File: src/rtl/vsa_pkg.sv
// ----------------------------------------------------------------------------
// vsa_pkg
// Types, widths and constants shared by the signed vector angle pipeline.
// ----------------------------------------------------------------------------
package vsa_pkg;

    localparam int COMPONENT_BITS = 16;
    localparam int ANGLE_BITS     = 16;
    localparam int PROD_BITS      = 2 * COMPONENT_BITS;
    localparam int PROD_SHIFT     = (PROD_BITS > 60) ? (PROD_BITS - 60) : 0;
    localparam int SUM_BITS       = PROD_BITS + 1;
    localparam int XY_BITS        = SUM_BITS + 2;
    localparam int Z_BITS         = 34;
    localparam int ROUND_SHIFT    = 17;
    localparam int Q_BITS         = Z_BITS + 1 - ROUND_SHIFT;
    localparam int ATAN_ENTRIES   = 32;

    localparam logic signed [Z_BITS-1:0] HALF_PI_Q30 = Z_BITS'(64'sd1686629713);
    localparam logic signed [Q_BITS-1:0] PI_Q13      = Q_BITS'(25736);
    localparam logic signed [Z_BITS:0]   ROUND_HALF  = (Z_BITS + 1)'(65536);

    localparam logic [31:0] ATAN_Q30 [ATAN_ENTRIES] = '{
        32'd843314857, 32'd497837829, 32'd263043837, 32'd133525159,
        32'd67021688,  32'd33543516,  32'd16775851,  32'd8388437,
        32'd4194283,   32'd2097149,   32'd1048576,   32'd524288,
        32'd262144,    32'd131072,    32'd65536,     32'd32768,
        32'd16384,     32'd8192,      32'd4096,      32'd2048,
        32'd1024,      32'd512,       32'd256,       32'd128,
        32'd64,        32'd32,        32'd16,        32'd8,
        32'd4,         32'd2,         32'd1,         32'd0
    };

    typedef struct packed {
        logic signed [COMPONENT_BITS-1:0] ax;
        logic signed [COMPONENT_BITS-1:0] ay;
        logic signed [COMPONENT_BITS-1:0] bx;
        logic signed [COMPONENT_BITS-1:0] by;
    } t_vsa_in;

    typedef struct packed {
        logic signed [ANGLE_BITS-1:0] angle_rad;
        logic                         zero_input;
    } t_vsa_out;

    typedef struct packed {
        logic zero;
        logic bypass;
        logic bypass_neg;
    } t_vsa_ctl;

    typedef struct packed {
        logic signed [XY_BITS-1:0] x;
        logic signed [XY_BITS-1:0] y;
        logic signed [Z_BITS-1:0]  z;
        t_vsa_ctl                  ctl;
    } t_vsa_rot;

endpackage

File: src/rtl/vsa_cordic_stage.sv
// ----------------------------------------------------------------------------
// vsa_cordic_stage
// One registered vectoring iteration of the CORDIC core.
// ----------------------------------------------------------------------------
module vsa_cordic_stage
    import vsa_pkg::*;
#(
    parameter int STAGE_IDX = 0
) (
    input  logic     i_clk,
    input  logic     i_rst_n,
    input  logic     i_en_next,
    input  logic     i_valid,
    input  t_vsa_rot i_rot,
    output logic     o_en,
    output logic     o_valid,
    output t_vsa_rot o_rot
);

    localparam logic signed [Z_BITS-1:0] ATAN_STEP = Z_BITS'(ATAN_Q30[STAGE_IDX]);

    logic                      r_valid;
    t_vsa_rot                  r_rot;
    t_vsa_rot                  n_rot;
    logic signed [XY_BITS-1:0] dx;
    logic signed [XY_BITS-1:0] dy;

    assign o_en    = !r_valid || i_en_next;
    assign o_valid = r_valid;
    assign o_rot   = r_rot;

    always_comb begin
        dx    = i_rot.y >>> STAGE_IDX;
        dy    = i_rot.x >>> STAGE_IDX;
        n_rot = i_rot;
        if (i_rot.y > 0) begin
            n_rot.x = i_rot.x + dx;
            n_rot.y = i_rot.y - dy;
            n_rot.z = i_rot.z + ATAN_STEP;
        end else begin
            n_rot.x = i_rot.x - dx;
            n_rot.y = i_rot.y + dy;
            n_rot.z = i_rot.z - ATAN_STEP;
        end
    end

    always_ff @(posedge i_clk) begin
        if (!i_rst_n) begin
            r_valid <= 1'b0;
        end else if (o_en) begin
            r_valid <= i_valid;
        end
    end

    always_ff @(posedge i_clk) begin
        if (o_en) begin
            r_rot <= n_rot;
        end
    end

endmodule

File: config.mk
export PLATFORM = sky130hd
export DESIGN_NAME = vsa_cordic_stage
export DESIGN_NICKNAME = d
export VERILOG_FILES = /design/src/rtl/vsa_pkg.sv /design/src/rtl/vsa_cordic_stage.sv
export SDC_FILE = /design/constraint.sdc
export NUM_CORES = 1
export LEC_CHECK = 0
export BUFFER_PORTS_ARGS = -buffer_cell sky130_fd_sc_hd__buf_4
export CAP_MARGIN = 20
export CORE_MARGIN = 2
export CORE_UTILIZATION = 40
export CTS_CLUSTER_DIAMETER = 60
export CTS_CLUSTER_SIZE = 40
export DETAILED_ROUTE_END_ITERATION = 8
export PLACE_DENSITY_LB_ADDON = 0.3
export SETUP_SLACK_MARGIN = 0.2
export SYNTH_ARGS = -nofsm -noshare
export SYNTH_HDL_FRONTEND = slang
export SYNTH_SLANG_ARGS = --single-unit
File: constraint.sdc
create_clock -name i_clk -period 12.4 [get_ports i_clk]
set_input_delay 3.1 -clock i_clk [delete_from_list [all_inputs] [get_ports i_clk]]
set_output_delay 3.1 -clock i_clk [all_outputs]
set_load 0.005 [all_outputs]
==> impl_metrics.toml, run 1 <==
[run_status]
status = "completed"

[sta]
relSlewSlack_pct = 34.2
finalHoldViolations = 0
fmax_mhz = 135
period_share_pct = 59.9
finalSetupTns_ns = 0
clock_skew_ns = 0.00777
finalCriticalPeriod_ns = 7.43
setup_viol = 0
finalMaxSlewViolations = 0
rsz0062_at_grt = "false"
tightest_slew_ns = 0.987

[cells_and_area]
multi_input_area_um2 = 7380
fillers = 2774
nNetsFinal = 1759
n_antenna_cell = 0
finalInstanceArea_um2 = 13500
syn2layout_area_growth_pct = 19.8
layout-drive-gt1-share_pct = 18.0
seq_area_um2 = 3200

[clock_network]
post_cts.repair.setup_buffers = 0
cts_resized = 0
cts_buffers = 9
clkLatencyLatePin_ns = 0.37
cts_tree = "built"
cts-hold-fix-buffers = 0
cts_buffer_depth = 2
cts_root_buffer = "clkbuf_16"
clk_pin_slew_ns = 0.08
cts.sinks = 107
ctsHtreeMaxLevel = 3

[critical_path]
arrival_ns = 7.53
end_kind = "register"
path_max_fanout = 80
startpoint = "i_rot[59]"
rr_startpoint = "o_valid$_SDFFE_PN0P_"
cp_data_required_time_ns = 12.50
worstSetupStartpointType = "input port"
critPathKind = "input port to register"

[floorplan]
core-area_um2 = 27700
initial_core_util_pct = 40.6
chipHeight_um = 172
num_rows = 61
io_pins = 220
die_w_um = 172
dieArea_um2 = 29500

[synth]
synthCells = 1332
netlist.area_leader.share_pct = 28.3
synth-edff-count = 106
netlist-cell-type-count = 77
synth_area_leaders = "edfxtp_1 (28%), ha_1 (15%), a21oi_1 (7.7%)"
async_reset_ff_share_pct = 0
syn_nets = 1581
syn_avg_cell_area_um2 = 8.44
synth_top_cells_by_count = "a21oi_1 (174), ha_1 (134), inv_1 (114)"
yosys.area.top_type = "edfxtp_1"
synth-seq-cells = 107
yosysSeqAreaShare_pct = 28.5
ys.flop_type = "edfxtp_1"
synthMostInstantiatedCell = "a21oi_1"
synth_area_um2 = 11200
yosysWarnings = 0

[global_routing]
grt_usage_pct = 24.1
grt_pass1_vias = 10200
grt.overflow.total = 0
grt_pass1_wl_um = 55600
antenna_found_initial = 1
grt_max_degree = 81

[placed_design]
dpl-instance-area_um2 = 13200
gp_congestion = 0.971
dp_hpwl_um = 28700
port_buffers = 219

[routing]
viasPerCell = 5.71
vias = 10800
drt_iter0_drc = 1110
wl_per_cell_um = 19.3
ant_nets = 0
drc = 0
wirelength_um = 36500
firstDrtPassIters = 5

[pwr]
power_density_nw_per_um2 = 106
worst_ir_drop_vdd_v = 0.0000574
power.leakage_nw = 5.95

[worst_hold_path]
holdCritStartpoint = "o_valid$_SDFFE_PN0P_"
hp-class = "register to register"

[job]
cap_violations = 0
## path summary, 6_finish.rpt
check | endpoint | depth (start not counted) | slack (ns)
worst max-delay path | o_rot[36]$_DFFE_PP_ | 16 | 4.97
worst min-delay path | o_valid$_SDFFE_PN0P_ | 2 | 0.91
worst max register to register | o_rot[47]$_DFFE_PP_ | 2 | 10.43
worst min register to register | o_valid$_SDFFE_PN0P_ | 2 | 0.91
## flip-flops by register name, indices dropped and copies added, names as in the netlist
signal,flops
o_valid,1
o_rot,106
## cell type report
class                   instances  share of cell area (%)
multi-input cells            1051                    54.8
flip-flops and latches        107                    23.8
repair buffers                223                    12.4
well taps                     378                    3.51
inverters                     118                    3.29
clock buffers                   9                    1.67
clock inverters                 7                   0.474
## layout by cell type (no fill, tap or decap), types with 21 or more instances in the layout
| master | count |
|---|---|
| inv_1 | 113 |
| ha_1 | 134 |
| o21bai_1 | 36 |
| nor2_1 | 107 |
| nand4_1 | 27 |
| a21oi_1 | 174 |
| nand2_1 | 74 |
| a31oi_1 | 21 |
| xnor2_1 | 83 |
| a21o_1 | 48 |
| o21ai_0 | 65 |
| buf_4 | 223 |
| nor3_1 | 22 |
| edfxtp_1 | 106 |
## per-layer routing
layer	vias up	share of wire [%]	global-route usage, %
met4	0	2.5	7.63
met1	5063	45	33.1
met3	50	7.1	3.41
met5	-	0	0
met2	492	45	39.2
li1	5199	-	-
## metrics by stage
step	setup slack (ns)	cells	power, mW	utilization [%]	hold WS (ns)
6_report	4.97	1893	1.43	48.6	0.906
5_1_grt	4.74	1893	1.52	48.6	0.972
4_1_cts	5.05	1893	1.43	48.6	0.945
3_5_place_dp	4.68	1877	1.13	47.5	0.927
3_3_place_gp	4.75	1877	1.14	47.5	0.886
2_1_floorplan	3.58	1332	0.874	-	2.79
## cells by family after synthesis
| logic type | after synthesis | synth area share [%] |
|---|---|---|
| compound gates | 469 | 26.4 |
| xor+xnor | 99 | 7.72 |
| fa+ha+maj | 138 | 15.6 |
| buf+inv | 174 | 6.03 |
| flops | 107 | 28.5 |
| mux | 14 | 1.25 |
| simple gates | 331 | 14.4 |
## critical path: stages
cell	delay (ns)
buf_4	0.13
nor4_1	0.55
nand3_1	0.36
o31ai_4	0.34
inv_2	0.10
buf_4	0.41
ha_1	0.54
nand3_2	0.12
nor4_2	0.33
nor3_1	0.12
o31a_1	0.33
o21ai_1	0.27
nand4_1	0.22
nor4_1	0.33
a2111oi_1	0.11
xnor2_1	0.14
## power by group
group / internal [mW] / switching [mW]
Combinational: 0.272 / 0.342
Sequential: 0.496 / 0.0260
Clock: 0.140 / 0.153
No activity file was read; power rests on OpenSTA's default activity.
==> inputs of run 2 (changes only) <==
==> constraint.sdc (replaced) <==
create_clock -name i_clk -period 7.6 [get_ports i_clk]
set_input_delay 1.9 -clock i_clk [delete_from_list [all_inputs] [get_ports i_clk]]
set_output_delay 1.9 -clock i_clk [all_outputs]
set_load 0.005 [all_outputs]
==> run 2 against run 1 <==
- global-route usage up 0.48 points
- sequential cell count is the same
- power rose by 64%
- die area did not move
- cell area about the same
- utilization about the same
==> impl_metrics.toml, run 2 (synthesis gave the netlist of run 1 again) <==
[run_status]
status = "completed"

[worst_hold_path]
hp-class = "register to register"
min_to = "o_rot[69]$_DFFE_PP_"
holdPathStages = 1
holdCritStartpoint = "o_valid$_SDFFE_PN0P_"

[routing]
firstDrtPassIters = 6
ant_nets = 0
viasPerCell = 5.67
vias = 10700
wl_per_cell_um = 19.5
drt_iter0_drc = 1297
drc = 0
wirelength_um = 36900

[sta]
finalMaxSlewViolations = 0
fmax_mhz = 171
finalSetupTns_ns = 0
relSlewSlack_pct = 46.4
finalCriticalPeriod_ns = 5.86
tightest_slew_ns = 0.804
period_share_pct = 77.1
setup_viol = 0
finalHoldViolations = 0
clock_skew_ns = 0.00737
rsz0062_at_grt = "false"

[placed_design]
port_buffers = 219
dp_hpwl_um = 29000
gp_congestion = 0.982
dpl-instance-area_um2 = 13200

[global_routing]
grt_pass1_vias = 10400
grt.overflow.total = 0
grt_max_degree = 67
grt_pass1_wl_um = 56200
grt_usage_pct = 24.6
antenna_found_initial = 0

[floorplan]
io_pins = 220
initial_core_util_pct = 40.6
num_rows = 61
die_w_um = 172
dieArea_um2 = 29500
core-area_um2 = 27700
chipHeight_um = 172

[cells_and_area]
most-common-layout-cells = "buf_4 (223), a21oi_1 (174), ha_1 (134)"
fillers = 2743
largest_reg_flops = 106
seq_area_um2 = 3200
final_common_cell = "buf_4"
n_antenna_cell = 0
finalInstanceArea_um2 = 13500
nNetsFinal = 1759
layout-drive-gt1-share_pct = 18.0
syn2layout_area_growth_pct = 19.7
multi_input_area_um2 = 7380

[critical_path]
reg2reg_depth = 2
end_kind = "register"
path_max_fanout = 18
critPathKind = "input port to register"
rr_startpoint = "o_valid$_SDFFE_PN0P_"
worstSetupStartpointType = "input port"
arrival_ns = 5.97
cp_data_required_time_ns = 7.72
rrSetupSlack_ns = 5.60
r2r_end = "o_rot[82]$_DFFE_PP_"

[clock_network]
cts-hold-fix-buffers = 0
cts_root_buffer = "clkbuf_16"
post_cts.repair.setup_buffers = 0
clk_pin_slew_ns = 0.08
cts_buffers = 9
clkLatencyLatePin_ns = 0.36
cts.sinks = 107
cts_tree = "built"
cts_resized = 0
cts_buffer_depth = 2
ctsHtreeMaxLevel = 3

[pwr]
power_frac_comb_pct = 42.8
worst_ir_drop_vdd_v = 0.000104
p_switching_mw = 0.855
power_density_nw_per_um2 = 174
pwr-share-clk_pct = 20.6
power.leakage_nw = 5.95
p_seq_share_pct = 36.6
swShare_pct = 36.6
internal_power_mw = 1.48

[job]
cap_violations = 0
==> run 2: cell types whose count changed in the layout (fill, tap and decap cells not counted) <==
cell      delta
inv_8        +1
clkinv_8     -1
==> run 2: power groups by stage <==
| stage | logic, mW | registers [mW] | clock network [mW] |
|---|---|---|---|
| after global routing | 1.10 | 0.869 | 0.509 |
| after CTS | 0.994 | 0.858 | 0.497 |
| final | 1.00 | 0.856 | 0.481 |
| after global placement | 0.991 | 0.868 | 0 |
| after floorplan | 0.551 | 0.874 | 0 |
| after detailed placement | 0.987 | 0.869 | 0 |
==> run 2: worst max path at each step <==
stage,from,end,slack (ns),cells past startpoint
detailed placement,i_rot[48],o_rot[36]$_DFFE_PP_,1.35,15
finish,i_rot[59],o_rot[33]$_DFFE_PP_,1.74,15
global route,i_rot[48],o_rot[33]$_DFFE_PP_,1.38,15
floorplan,i_en_next,o_en,1.18,1
CTS,i_rot[48],o_rot[36]$_DFFE_PP_,1.73,15
global placement,i_rot[59],o_rot[36]$_DFFE_PP_,1.40,15
==> run 2: final cells by class <==
cell class / count / area share, %
flip-flops and latches: 107 / 23.8
clock inverters: 7 / 0.437
multi-input cells: 1051 / 54.8
inverters: 118 / 3.29
well taps: 378 / 3.52
repair buffers: 223 / 12.4
clock buffers: 9 / 1.67
==> run 2: per-stage QoR <==
step           worst slack (ns)  hold WS [ns]  std cells  utilization (%)  power (mW)
2_1_floorplan              1.18          2.00       1332                -        1.43
3_3_place_gp               1.40          1.11       1877             47.5        1.86
3_5_place_dp               1.35          1.15       1877             47.5        1.86
4_1_cts                    1.73          1.16       1893             48.6        2.35
5_1_grt                    1.38          1.21       1893             48.6        2.47
6_report                   1.74          1.12       1893             48.6        2.34
==> run 2: worst max-delay path, stage by stage <==
cell	delay [ns]
buf_4	0.13
nor4_1	0.52
nand3_1	0.34
o31ai_4	0.42
inv_2	0.27
fa_1	0.46
nor2b_1	0.19
o31ai_1	0.13
a211oi_2	0.29
o22ai_2	0.19
o21ai_1	0.31
a211oi_1	0.14
o21ai_1	0.34
a31oi_1	0.17
xnor2_1	0.16
==> run 2: metal layers <==
metal  vias up  part of all wire [%]  track usage, %
li1       5186                     -               -
met1      5020                    45            33.4
met2       460                    45            40.0
met3        62                   7.2            3.34
met4         0                   2.9            8.59
met5         -                     0               0
